File: src/rtl/lruoc_pkg.sv
// ----------------------------------------------------------------------------
// lruoc_pkg
// Shared widths, codes, controller states and the command and status bundles
// that join the controller to the datapath of the object cache tag store.
// ----------------------------------------------------------------------------
package lruoc_pkg;

    // Default configuration of the tag store.
    localparam int ENTRIES_DEF    = 10;
    localparam int KEY_BITS_DEF   = 64;
    localparam int STAMP_BITS_DEF = 32;

    // Field widths on the ports.
    localparam int KEY_W  = 64;
    localparam int SIZE_W = 17;
    localparam int SLOT_W = 4;

    // Packed stream widths, rounded up to whole bytes.
    localparam int S_TDATA_W = ((KEY_W + SIZE_W + 7) / 8) * 8;
    localparam int M_TDATA_W = ((SLOT_W + SIZE_W + 7) / 8) * 8;

    // Reset value of the largest accepted object size.
    localparam logic [SIZE_W-1:0] MAX_OBJECT_RESET = 17'd102400;

    // Operation codes carried on the input tuser bit.
    localparam logic KIND_LOOKUP = 1'b0;
    localparam logic KIND_STORE  = 1'b1;

    typedef enum logic [1:0] {
        ST_IDLE,
        ST_SCAN,
        ST_WRITE,
        ST_DONE
    } lruoc_state_t;

    // Commands from the controller to the datapath.
    typedef struct packed {
        logic load;
        logic scan;
        logic write;
        logic out_load;
    } lruoc_cmd_t;

    // Status from the datapath to the controller.
    typedef struct packed {
        logic scan_done;
        logic out_free;
    } lruoc_status_t;

endpackage

File: src/rtl/lru_object_cache_tags_core.sv
// ----------------------------------------------------------------------------
// lru_object_cache_tags_core
// Fully associative tag store for an object cache with timestamp LRU.
// ----------------------------------------------------------------------------
// Each input item is one operation, a lookup or a store, and yields exactly one
// result item. A lookup returns the lowest-index valid line whose key matches,
// with its size, and restamps that line from a wrapping use clock. A store with
// a size from 1 up to max_object_bytes fills the first free line, or else the
// line with the smallest stamp (lowest index on a tie), and reports the slot;
// any other size is refused and changes nothing. Duplicate keys are not
// checked. One item is worked on at a time, and its result goes to the
// output register only once the previous result has been taken. The scan
// sets the time per item: it reads one line per cycle through the single
// read port of the line memories and compares on the registered read data.
// A finished result waits in the output register, so the next item is taken
// while it is still pending. The configuration write may be issued only
// while no item is in flight; it is always accepted.
module lru_object_cache_tags_core
    import lruoc_pkg::*;
#(
    parameter int ENTRIES    = ENTRIES_DEF,
    parameter int KEY_BITS   = KEY_BITS_DEF,
    parameter int STAMP_BITS = STAMP_BITS_DEF
) (
    input  logic                 aclk,
    input  logic                 aresetn,

    // Input stream.
    input  logic                 s_tvalid,
    output logic                 s_tready,
    input  logic [S_TDATA_W-1:0] s_tdata,   // key[63:0], obj_size[80:64], zero fill
    input  logic                 s_tuser,   // kind[0]: lookup or store

    // Result stream.
    output logic                 m_tvalid,
    input  logic                 m_tready,
    output logic [M_TDATA_W-1:0] m_tdata,   // slot[3:0], found_size[20:4], zero fill
    output logic [1:0]           m_tuser,   // hit[0], stored[1]

    // Configuration write of max_object_bytes.
    input  logic                 cfg_valid,
    output logic                 cfg_ready,
    input  logic [SIZE_W-1:0]    cfg_data
);

    lruoc_cmd_t        cmd;
    lruoc_status_t     status;
    logic              out_hit;
    logic              out_stored;
    logic [SLOT_W-1:0] out_slot;
    logic [SIZE_W-1:0] out_size;

    // The register takes a write in every cycle.
    assign cfg_ready = 1'b1;

    lruoc_ctrl u_ctrl (
        .aclk     (aclk),
        .aresetn  (aresetn),
        .in_valid (s_tvalid),
        .in_ready (s_tready),
        .status   (status),
        .cmd      (cmd)
    );

    lruoc_datapath #(
        .ENTRIES    (ENTRIES),
        .KEY_BITS   (KEY_BITS),
        .STAMP_BITS (STAMP_BITS)
    ) u_datapath (
        .aclk       (aclk),
        .aresetn    (aresetn),
        .cmd        (cmd),
        .status     (status),
        .in_kind    (s_tuser),
        .in_key     (s_tdata[KEY_W-1:0]),
        .in_size    (s_tdata[KEY_W+SIZE_W-1:KEY_W]),
        .cfg_we     (cfg_valid && cfg_ready),
        .cfg_value  (cfg_data),
        .out_valid  (m_tvalid),
        .out_ready  (m_tready),
        .out_hit    (out_hit),
        .out_stored (out_stored),
        .out_slot   (out_slot),
        .out_size   (out_size)
    );

    // Pack the result fields; the top bits are zero fill.
    assign m_tdata = M_TDATA_W'({out_size, out_slot});
    assign m_tuser = {out_stored, out_hit};

endmodule

File: src/rtl/lruoc_ctrl.sv
// ----------------------------------------------------------------------------
// lruoc_ctrl
// Sequencer for one operation: accept, scan all lines, update, hand over.
// ----------------------------------------------------------------------------
module lruoc_ctrl
    import lruoc_pkg::*;
(
    input  logic          aclk,
    input  logic          aresetn,
    input  logic          in_valid,
    output logic          in_ready,
    input  lruoc_status_t status,
    output lruoc_cmd_t    cmd
);

    lruoc_state_t state_reg;
    lruoc_state_t state_next;

    always_ff @(posedge aclk) begin
        if (!aresetn) begin
            state_reg <= ST_IDLE;
        end else begin
            state_reg <= state_next;
        end
    end

    always_comb begin
        state_next = state_reg;
        case (state_reg)
            ST_IDLE: begin
                if (in_valid) begin
                    state_next = ST_SCAN;
                end
            end
            ST_SCAN: begin
                if (status.scan_done) begin
                    state_next = ST_WRITE;
                end
            end
            ST_WRITE: begin
                state_next = ST_DONE;
            end
            ST_DONE: begin
                if (status.out_free) begin
                    state_next = ST_IDLE;
                end
            end
            default: begin
                state_next = ST_IDLE;
            end
        endcase
    end

    always_comb begin
        in_ready     = 1'b0;
        cmd          = '0;
        case (state_reg)
            ST_IDLE: begin
                in_ready = 1'b1;
                cmd.load = in_valid;
            end
            ST_SCAN: begin
                cmd.scan = 1'b1;
            end
            ST_WRITE: begin
                cmd.write = 1'b1;
            end
            ST_DONE: begin
                cmd.out_load = status.out_free;
            end
            default: begin
                in_ready = 1'b0;
            end
        endcase
    end

endmodule

File: src/rtl/lruoc_datapath.sv
// ----------------------------------------------------------------------------
// lruoc_datapath
// Line memories, valid bits, use clock, scan compare logic and result register.
// ----------------------------------------------------------------------------
module lruoc_datapath
    import lruoc_pkg::*;
#(
    parameter int ENTRIES    = ENTRIES_DEF,
    parameter int KEY_BITS   = KEY_BITS_DEF,
    parameter int STAMP_BITS = STAMP_BITS_DEF
) (
    input  logic              aclk,
    input  logic              aresetn,
    input  lruoc_cmd_t        cmd,
    output lruoc_status_t     status,
    input  logic              in_kind,
    input  logic [KEY_W-1:0]  in_key,
    input  logic [SIZE_W-1:0] in_size,
    input  logic              cfg_we,
    input  logic [SIZE_W-1:0] cfg_value,
    output logic              out_valid,
    input  logic              out_ready,
    output logic              out_hit,
    output logic              out_stored,
    output logic [SLOT_W-1:0] out_slot,
    output logic [SIZE_W-1:0] out_size
);

    localparam int IDX_W = $clog2(ENTRIES);
    localparam int CNT_W = IDX_W + 1;

    // Configuration and the operation being worked on.
    logic [SIZE_W-1:0]     max_bytes_reg;
    logic                  kind_reg;
    logic [KEY_BITS-1:0]   key_reg;
    logic [SIZE_W-1:0]     size_reg;
    logic                  refused_reg;

    // Line state.
    logic [ENTRIES-1:0]    valid_reg;
    logic [KEY_BITS-1:0]   key_mem   [ENTRIES];
    logic [SIZE_W-1:0]     size_mem  [ENTRIES];
    logic [STAMP_BITS-1:0] stamp_mem [ENTRIES];
    logic [STAMP_BITS-1:0] clock_reg;

    // Scan pipeline: address issue, then compare on registered read data.
    logic [CNT_W-1:0]      rd_cnt_reg;
    logic                  issue;
    logic [IDX_W-1:0]      rd_addr;
    logic                  cmp_vld_reg;
    logic [IDX_W-1:0]      cmp_idx_reg;
    logic [KEY_BITS-1:0]   key_rd_reg;
    logic [SIZE_W-1:0]     size_rd_reg;
    logic [STAMP_BITS-1:0] stamp_rd_reg;

    // Scan results.
    logic                  found_reg;
    logic [IDX_W-1:0]      found_idx_reg;
    logic [SIZE_W-1:0]     found_size_reg;
    logic                  free_found_reg;
    logic [IDX_W-1:0]      free_idx_reg;
    logic [STAMP_BITS-1:0] min_stamp_reg;
    logic [IDX_W-1:0]      min_idx_reg;

    // Result held between the update and the output register.
    logic                  res_hit_reg;
    logic                  res_stored_reg;
    logic [SLOT_W-1:0]     res_slot_reg;
    logic [SIZE_W-1:0]     res_size_reg;

    // Output register.
    logic                  m_valid_reg;
    logic                  m_hit_reg;
    logic                  m_stored_reg;
    logic [SLOT_W-1:0]     m_slot_reg;
    logic [SIZE_W-1:0]     m_size_reg;

    logic                  do_hit;
    logic                  do_store;
    logic [IDX_W-1:0]      victim;
    logic [IDX_W-1:0]      stamp_idx;
    logic                  stamp_we;

    assign issue   = cmd.scan && (rd_cnt_reg < CNT_W'(ENTRIES));
    assign rd_addr = rd_cnt_reg[IDX_W-1:0];

    assign do_hit    = (kind_reg == KIND_LOOKUP) && found_reg;
    assign do_store  = (kind_reg == KIND_STORE) && !refused_reg;
    assign victim    = free_found_reg ? free_idx_reg : min_idx_reg;
    assign stamp_idx = do_hit ? found_idx_reg : victim;
    assign stamp_we  = cmd.write && (do_hit || do_store);

    assign status.scan_done = cmp_vld_reg && (cmp_idx_reg == IDX_W'(ENTRIES - 1));
    assign status.out_free  = !m_valid_reg || out_ready;

    always_ff @(posedge aclk) begin
        if (!aresetn) begin
            max_bytes_reg <= MAX_OBJECT_RESET;
        end else if (cfg_we) begin
            max_bytes_reg <= cfg_value;
        end
    end

    always_ff @(posedge aclk) begin
        if (cmd.load) begin
            kind_reg    <= in_kind;
            key_reg     <= KEY_BITS'(in_key);
            size_reg    <= in_size;
            refused_reg <= (in_size == '0) || (in_size > max_bytes_reg);
        end
    end

    always_ff @(posedge aclk) begin
        if (!aresetn) begin
            rd_cnt_reg  <= '0;
            cmp_vld_reg <= 1'b0;
            cmp_idx_reg <= '0;
        end else begin
            if (cmd.load) begin
                rd_cnt_reg <= '0;
            end else if (issue) begin
                rd_cnt_reg <= rd_cnt_reg + CNT_W'(1);
            end
            cmp_vld_reg <= issue;
            if (issue) begin
                cmp_idx_reg <= rd_addr;
            end
        end
    end

    // Line memories: one write and one registered read per cycle.
    always_ff @(posedge aclk) begin
        if (cmd.write && do_store) begin
            key_mem[victim] <= key_reg;
        end
        if (issue) begin
            key_rd_reg <= key_mem[rd_addr];
        end
    end

    always_ff @(posedge aclk) begin
        if (cmd.write && do_store) begin
            size_mem[victim] <= size_reg;
        end
        if (issue) begin
            size_rd_reg <= size_mem[rd_addr];
        end
    end

    always_ff @(posedge aclk) begin
        if (stamp_we) begin
            stamp_mem[stamp_idx] <= clock_reg;
        end
        if (issue) begin
            stamp_rd_reg <= stamp_mem[rd_addr];
        end
    end

    always_ff @(posedge aclk) begin
        if (!aresetn) begin
            valid_reg <= '0;
            clock_reg <= '0;
        end else if (stamp_we) begin
            clock_reg <= clock_reg + STAMP_BITS'(1);
            if (do_store) begin
                valid_reg[victim] <= 1'b1;
            end
        end
    end

    // Compare stage. Strict compares keep the lowest index on a tie.
    always_ff @(posedge aclk) begin
        if (!aresetn) begin
            found_reg      <= 1'b0;
            free_found_reg <= 1'b0;
        end else if (cmd.load) begin
            found_reg      <= 1'b0;
            free_found_reg <= 1'b0;
        end else if (cmp_vld_reg) begin
            if (!found_reg && valid_reg[cmp_idx_reg] && (key_rd_reg == key_reg)) begin
                found_reg      <= 1'b1;
                found_idx_reg  <= cmp_idx_reg;
                found_size_reg <= size_rd_reg;
            end
            if (!free_found_reg && !valid_reg[cmp_idx_reg]) begin
                free_found_reg <= 1'b1;
                free_idx_reg   <= cmp_idx_reg;
            end
            if ((cmp_idx_reg == '0) || (stamp_rd_reg < min_stamp_reg)) begin
                min_stamp_reg <= stamp_rd_reg;
                min_idx_reg   <= cmp_idx_reg;
            end
        end
    end

    always_ff @(posedge aclk) begin
        if (cmd.write) begin
            res_hit_reg    <= do_hit;
            res_stored_reg <= do_store;
            if (do_hit) begin
                res_slot_reg <= SLOT_W'(found_idx_reg);
                res_size_reg <= found_size_reg;
            end else if (do_store) begin
                res_slot_reg <= SLOT_W'(victim);
                res_size_reg <= '0;
            end else begin
                res_slot_reg <= '0;
                res_size_reg <= '0;
            end
        end
    end

    always_ff @(posedge aclk) begin
        if (!aresetn) begin
            m_valid_reg <= 1'b0;
        end else if (cmd.out_load) begin
            m_valid_reg <= 1'b1;
        end else if (out_ready) begin
            m_valid_reg <= 1'b0;
        end
    end

    always_ff @(posedge aclk) begin
        if (cmd.out_load) begin
            m_hit_reg    <= res_hit_reg;
            m_stored_reg <= res_stored_reg;
            m_slot_reg   <= res_slot_reg;
            m_size_reg   <= res_size_reg;
        end
    end

    assign out_valid  = m_valid_reg;
    assign out_hit    = m_hit_reg;
    assign out_stored = m_stored_reg;
    assign out_slot   = m_slot_reg;
    assign out_size   = m_size_reg;

    // An accepted store always leaves its line valid.
    a_store_sets_valid: assert property (@(posedge aclk) disable iff (!aresetn)
        (cmd.write && do_store) |=> valid_reg[$past(victim)])
        else $error("stored line is not valid after the update");

    // The use clock moves only when a line is stamped.
    a_clock_only_on_stamp: assert property (@(posedge aclk) disable iff (!aresetn)
        !stamp_we |=> $stable(clock_reg))
        else $error("use clock changed without a stamp");

    // A result is never both a hit and a store.
    a_result_exclusive: assert property (@(posedge aclk) disable iff (!aresetn)
        m_valid_reg |-> !(m_hit_reg && m_stored_reg))
        else $error("result flags hit and stored together");

    // A result carries no size unless it is a hit.
    a_size_only_on_hit: assert property (@(posedge aclk) disable iff (!aresetn)
        (m_valid_reg && !m_hit_reg) |-> (m_size_reg == '0))
        else $error("size reported on a result that is not a hit");

endmodule

File: config.mk
export PLATFORM = sky130hd
export DESIGN_NAME = lru_object_cache_tags_core
export DESIGN_NICKNAME = d
export VERILOG_FILES = /design/src/rtl/lruoc_pkg.sv /design/src/rtl/lru_object_cache_tags_core.sv /design/src/rtl/lruoc_ctrl.sv /design/src/rtl/lruoc_datapath.sv
export SDC_FILE = /design/constraint.sdc
export NUM_CORES = 2
export LEC_CHECK = 0
export BUFFER_PORTS_ARGS = -buffer_cell sky130_fd_sc_hd__buf_2
export CORE_ASPECT_RATIO = 0.75
export CORE_MARGIN = 2
export CORE_UTILIZATION = 56
export DETAILED_ROUTE_END_ITERATION = 12
export PLACE_DENSITY = 0.74
export SLEW_MARGIN = 20
export SYNTH_ARGS = -nofsm -noshare
export SYNTH_HDL_FRONTEND = slang
export SYNTH_SLANG_ARGS = --single-unit
export TNS_END_PERCENT = 100
File: constraint.sdc
create_clock -name aclk -period 8.1 [get_ports aclk]
set_clock_uncertainty 0.05 [all_clocks]
set_input_delay 1.215 -clock aclk [delete_from_list [all_inputs] [get_ports aclk]]
set_output_delay 1.215 -clock aclk [all_outputs]
set_load 0.02 [all_outputs]
# Yosys cells after proc, flatten, opt, wreduce, memory -nomap -nowiden
# Memories as Yosys holds them, arrays and structs flattened. A register that Yosys moved wholly into a read port is not among the register bits.
# Index checks and enable logic that the tools add are counted.
totals:
  romBits: 0
  inputBits: 111
  ramBits: 1130
  register_bits: 264
  output_inout_bits: 29
  latchBits: 0
  memories: 3
op_classes:
  add_sub_neg: 2
  shift: 0
  div_mod_pow: 0
  n_reduce_logical: 31
  multipliers: 0
  bitwise: 4
  n_lt_le_gt_ge: 6
  eq_ne: 8
  n_mux: 23
mem_list:
  columns: ["name", "words", "width", "read_ports", "rd_ports_with_merged_regs", "write_ports", "line", "text"]
  rows:
  - ["u_datapath.key_mem", 10, 64, 1, 1, 1, "lruoc_datapath.sv:41", "logic [KEY_BITS-1:0] key_mem [ENTRIES];"]
  - ["u_datapath.stamp_mem", 10, 32, 1, 1, 1, "lruoc_datapath.sv:43", "logic [STAMP_BITS-1:0] stamp_mem [ENTRIES];"]
  - ["u_datapath.size_mem", 10, 17, 1, 1, 1, "lruoc_datapath.sv:42", "logic [SIZE_W-1:0] size_mem [ENTRIES];"]
ops:
  columns: ["op", "n"]
  rows:
  - ["$eq 64x64->1", 1]
  - ["$add 32x1->32 const B", 1]
  - ["$lt 32x32->1", 1]
  - ["$gt 17x17->1", 1]
  - ["$logic_not 17->1", 1]
  - ["$mux 4", 4]
  - ["$mux 1", 13]
  - ["$reduce_and 4->1", 3]
  - ["$logic_and 1x1->1", 10]
  - ["$lt 4x5->1 const B", 2]
  - ["$or 10x10->10", 1]
  - ["$pmux 2 s4", 1]
  - ["$mux 2", 3]
  - ["$reduce_and 2->1", 3]
  - ["$add 5x1->5 const B", 1]
  - ["$logic_not 1->1", 5]
  - ["$lt 5x4->1 const B", 1]
  - ["$bmux 1 s4", 1]
  - ["$demux 1 s4", 1]
  - ["$eq 2x2->1 const B", 2]
  - ["$eq 4x4->1 const B", 1]
  - ["$ge 4x1->1 const B", 1]
  - ["$logic_not 4->1", 1]
  - ["$logic_or 1x1->1", 4]
  - ["8 further kinds", 11]

# Longest topological paths before layout
depth:
  word_depth: 6
  depth_mapped: 8
  mapped_depth_nobuf: 8

# Modules after synthesis
# Synthesis repeated with hierarchy kept, for this count alone.
unflattened:
  hier_cells: 2925
  hier_area_um2: 57513.9
by_module_without_submodules:
  columns: ["module", "cells_each", "n_inst", "area_each_um2", "seq_area_each_um2"]
  rows:
  - ["lruoc_datapath", 2896, 1, 57279.9, 44472.7]
  - ["lruoc_ctrl", 21, 1, 181.4, 40.0]
  - ["lru_object_cache_tags_core", 8, 1, 52.6, 0.0]

# Worst setup path before layout
# No wires, ideal clock.
synth_timing:
  path_type: "reg-to-reg"
  from: "reg u_ctrl.state_reg[0]"
  to: "mem u_datapath.key_mem[2][0] (netlist name) (enable)"
  t_arrival_ps: 7369
  stages_incl_launch_ff: 6
  path_buffers: 0
  setup_time_ps: 622
  t_required_ps: 7428
  path_slack_ps: 59
  cell_sequence: "dfxtp_1 -> inv_1 -> ha_1 -> inv_1 -> or3_1 -> nor3_1"
synth_via:
  elab_chain_len: 5
synth_lines:
  columns: ["element", "line", "text"]
  rows:
  - ["start: declaration", "lruoc_ctrl.sv:16", "lruoc_state_t state_reg;"]
  - ["start signal: assignment", "lruoc_ctrl.sv:23", "state_reg <= state_next;"]
  - ["$eq 2x2->1", "lruoc_ctrl.sv:57", "case (state_reg)"]
  - ["$mux 1", "lruoc_ctrl.sv:57", null]
  - ["$logic_and 1x1->1", "lruoc_datapath.sv:133", "if (cmd.write && do_store) begin"]
  - ["$mux 1", "lruoc_datapath.sv:133", null]
  - ["$mux 1 (implied by the code)", "lruoc_datapath.sv:134", "key_mem[victim] <= key_reg;"]
  - ["end: declaration", "lruoc_datapath.sv:41", null]
# No other way between the ends.

# Worst setup path after layout
layout_timing:
  from: "reg u_ctrl.state_reg[0]"
  to: "mem u_datapath.key_mem[8][59] (netlist name) (enable)"
# The elaborated chain is that of the path after synthesis.

==> flow_summary_export.csv <==
group,metric,value,unit
logic_synthesis,synthTopCellsByCount,"1,433 x edfxtp_1, 228 x mux4_2, 135 x mux2i_1",
place,dpl.cell_count,4296,
sta,finalSetupViolations,0,
power_and_ir_drop,power.internal,14.46,mW
cells_and_area,final_cells,4548,
logic_synthesis,ys_types,60,
logic_synthesis,yosys_warnings,0,
critical_path,cp.required,8.41,ns
cells_and_area,largest_registers,"u_datapath.key_mem: 640 flops, u_datapath.stamp_mem: 320 flops, u_datapath.size_mem: 170 flops",
cells_and_area,fill_cells,6757,
sta,tns,0,ns
clocking,clock-sinks,1507,
critical_path,cp-start-kind,"flop",
worst_hold_path,min_path_type,"flop to flop",
clocking,cts_tree,"built",
critical_path,regToRegStartpoint,"u_ctrl.state_reg[0]",
sta,worst_pin_slew,1.124,ns
drt,postRouteAntennaNets,0,
logic_synthesis,post-synth-top-area-cell,"edfxtp_1",
critical_path,worst_r2r_path_depth,7,
logic_synthesis,avgSynthCellArea,19.74,um2
logic_synthesis,ys_seq_elements,1507,
cells_and_area,multi_input_comb_area,0.01231,mm2
sta,rsz0062_at_grt,"false",
place,dp_hpwl,62450,um
worst_hold_path,min_to,"u_datapath.found_size_reg[13]",
job,max_cap_viol_count,0,
clocking,postCtsSetupBuffers,0,
critical_path,critPathCaptureType,"flop",
power_and_ir_drop,p_leak,20.81,nW
clocking,cts_buffer_depth,3,
global_routing,track_usage,0.2292,
power_and_ir_drop,pwr-share-comb,0.158,
floorplan,die-area,0.1055,mm2
floorplan,core_area,0.1016,mm2
logic_synthesis,synth_area_leaders,"edfxtp_1 75%, mux4_2 8.9%, dfxtp_1 2.6%, mux2i_1 2.3%, a211oi_1 1.5%",
logic_synthesis,synth_edf_count,1433,
worst_hold_path,hold_depth,0,
cells_and_area,regArea,0.04453,mm2
floorplan,die_h,281.7,um
clocking,root_buffer,"clkbuf_16",
cells_and_area,drive_gt1_frac,0.1993,
cells_and_area,nets,3262,
sta,slew_viol_final,0,
floorplan,rows,101,
drt,first_iter_violations,2880,
cells_and_area,registers.top_by_ff_count,"u_datapath.key_mem",
outcome,status,"finished clean",
global_routing,grt-ovfl-total,0,
logic_synthesis,synthFlopType,"edfxtp_1",
cells_and_area,fin_area,0.06429,mm2
sta,hold_viol,0,
place,io_buffers,128,
logic_synthesis,async_flop_share,0,
logic_synthesis,syn_inst,2917,
clocking,cts_resized,0,
drt,vias_per_cell,6.141,
floorplan,start_util,0.5669,
sta,timing.fmax,244.1,MHz
clocking,numCtsBuffers,138,
global_routing,grt_pass1_vias,28900,
logic_synthesis,yosysTopAreaCellShare,0.7471,
power_and_ir_drop,clkPwrFrac,0.329,
worst_hold_path,hp-start,"u_datapath.size_rd_reg[13]",
logic_synthesis,synth_most_common_cell,"edfxtp_1",
drt,drc,0,
power_and_ir_drop,pwr-share-seq,0.513,
cells_and_area,largest_register_ff_count,640,
clocking,insertion_delay,0.76,ns
clocking,clk_pin_slew_worst_paths,0.06,ns
floorplan,die_w,374.3,um
floorplan,ios,140,
power_and_ir_drop,switching_share,0.2592,
global_routing,grt_max_degree,144,
place,place_area,0.05983,mm2
sta,finalWorstPathRequiredPeriod,4.097,ns
clocking,h-tree-depth,4,
clocking,holdBufCountCts,0,
logic_synthesis,syn_area,0.05759,mm2
critical_path,r2r_slack,4.00,ns
sta,fin_crit_sh,0.5058,
critical_path,cp_data_arrival_time,4.40,ns
drt,vias,27930,
drt,wl_per_cell,26.25,um
cells_and_area,syn2layout_area_growth,11.62,%
sta,slew_headroom,0.2508,
logic_synthesis,yosysSeqAreaShare,0.7729,
critical_path,critPathKind,"flop to flop",
drt,totalWireLength,119400,um
power_and_ir_drop,power_density,303.7,mW/mm2
place,place_congestion,0.8617,
power_and_ir_drop,switching_power,5.061,mW
critical_path,reg2reg_to,"u_datapath.key_mem[8][59]",
global_routing,antenna_found_initial,4,
global_routing,grt_pass1_wl,177800,um
critical_path,worstPathMaxFanout,60,
drt,first_pass_iters,6,
power_and_ir_drop,irDropWorstVdd,0.0002991,V
through the flow:
stage | hold WS [ns] | util | total power, mW | setup WS [ns]
finish | 0.3630 | 0.6327 | 19.52 | 4.003
global route | 0.3738 | 0.6327 | 20.24 | 3.780
CTS | 0.3690 | 0.6326 | 19.66 | 3.967
detailed placement | 0.3545 | 0.5889 | 13.27 | 3.974
global placement | 0.3528 | 0.5889 | 13.13 | 4.048
floorplan | 0.3503 | - | 12.31 | 0.05904
final cells by class:
class | count | area share
sequential | 1507 | 0.6927
tap | 1339 | 0.02606
multi-input combinational | 1202 | 0.1915
antenna | 3 | 0.0001168
inverter | 73 | 0.004262
timing repair buffer | 175 | 0.01623
clock buffer | 169 | 0.05617
clock inverter | 80 | 0.01296
per-layer routing:
metal  track usage  up-vias  wire length [um]
met5             0        -                13
met4       0.08137        2              3183
met3       0.04685      213              9294
met2        0.3637     1146             56960
met1        0.3210    14510             49940
li1              -    12070                 -
worst max-delay path, cell delays in order, from the launching register on:
cell and delay [ns]:
dfxtp_1 0.34, inv_1 0.10, ha_1 0.50, buf_4 0.38, and3_1 0.25, nand2_1 0.20
nor2_4 0.83, buf_4 0.96
kinds of logic (layout without fill, tap and decap cells):
kind of cell               count (synthesis)  count (layout)  synth area share
and+or+nand+nor                          365             365           0.03663
xor gates and xnor gates                  76              76           0.01156
muxes                                    364             364            0.1128
adders and majority gates                 54              54           0.01173
other                                      2               7         0.0001304
DFF                                     1507            1507            0.7729
buffers and inverters                    210             497           0.01631
AOI/OAI and AO/OA                        339             339           0.03795
how the worst max path moves through the flow:
stage	start	endpoint	slack, ns	cells past startpoint
after global routing	u_ctrl.state_reg[0]	u_datapath.key_mem[8][43]	3.78	7
final	u_ctrl.state_reg[0]	u_datapath.key_mem[8][59]	4.00	7
after CTS	u_ctrl.state_reg[0]	u_datapath.key_mem[8][59]	3.97	7
after detailed placement	aresetn	u_datapath.found_size_reg[0]	3.97	8
after floorplan	u_ctrl.state_reg[0]	u_datapath.key_mem[2][0]	0.06	5
after global placement	aresetn	u_datapath.found_size_reg[0]	4.05	8
power by group through the flow:
stage | sequential (mW) | clock, mW | combinational [mW]
floorplan | 9.94 | 0 | 2.37
global placement | 10.1 | 0 | 3.02
detailed placement | 10.2 | 0 | 3.10
CTS | 10.0 | 6.52 | 3.12
global route | 10.1 | 6.81 | 3.34
finish | 10.0 | 6.42 | 3.09
cells in the final DEF, fill, tap and decap left out, drive strengths merged, types with 38 or more instances in the layout:
cell type     n
mux4        228
a21oi       134
nor2b       133
and2         45
clkbuf      169
xor2         44
inv          81
dfxtp        74
buf         175
mux2i       135
a211oi      117
clkinv       54
nand2        41
edfxtp     1433
nor2         38
ha           54
Note: power is estimated with default switching activity, not from simulation.
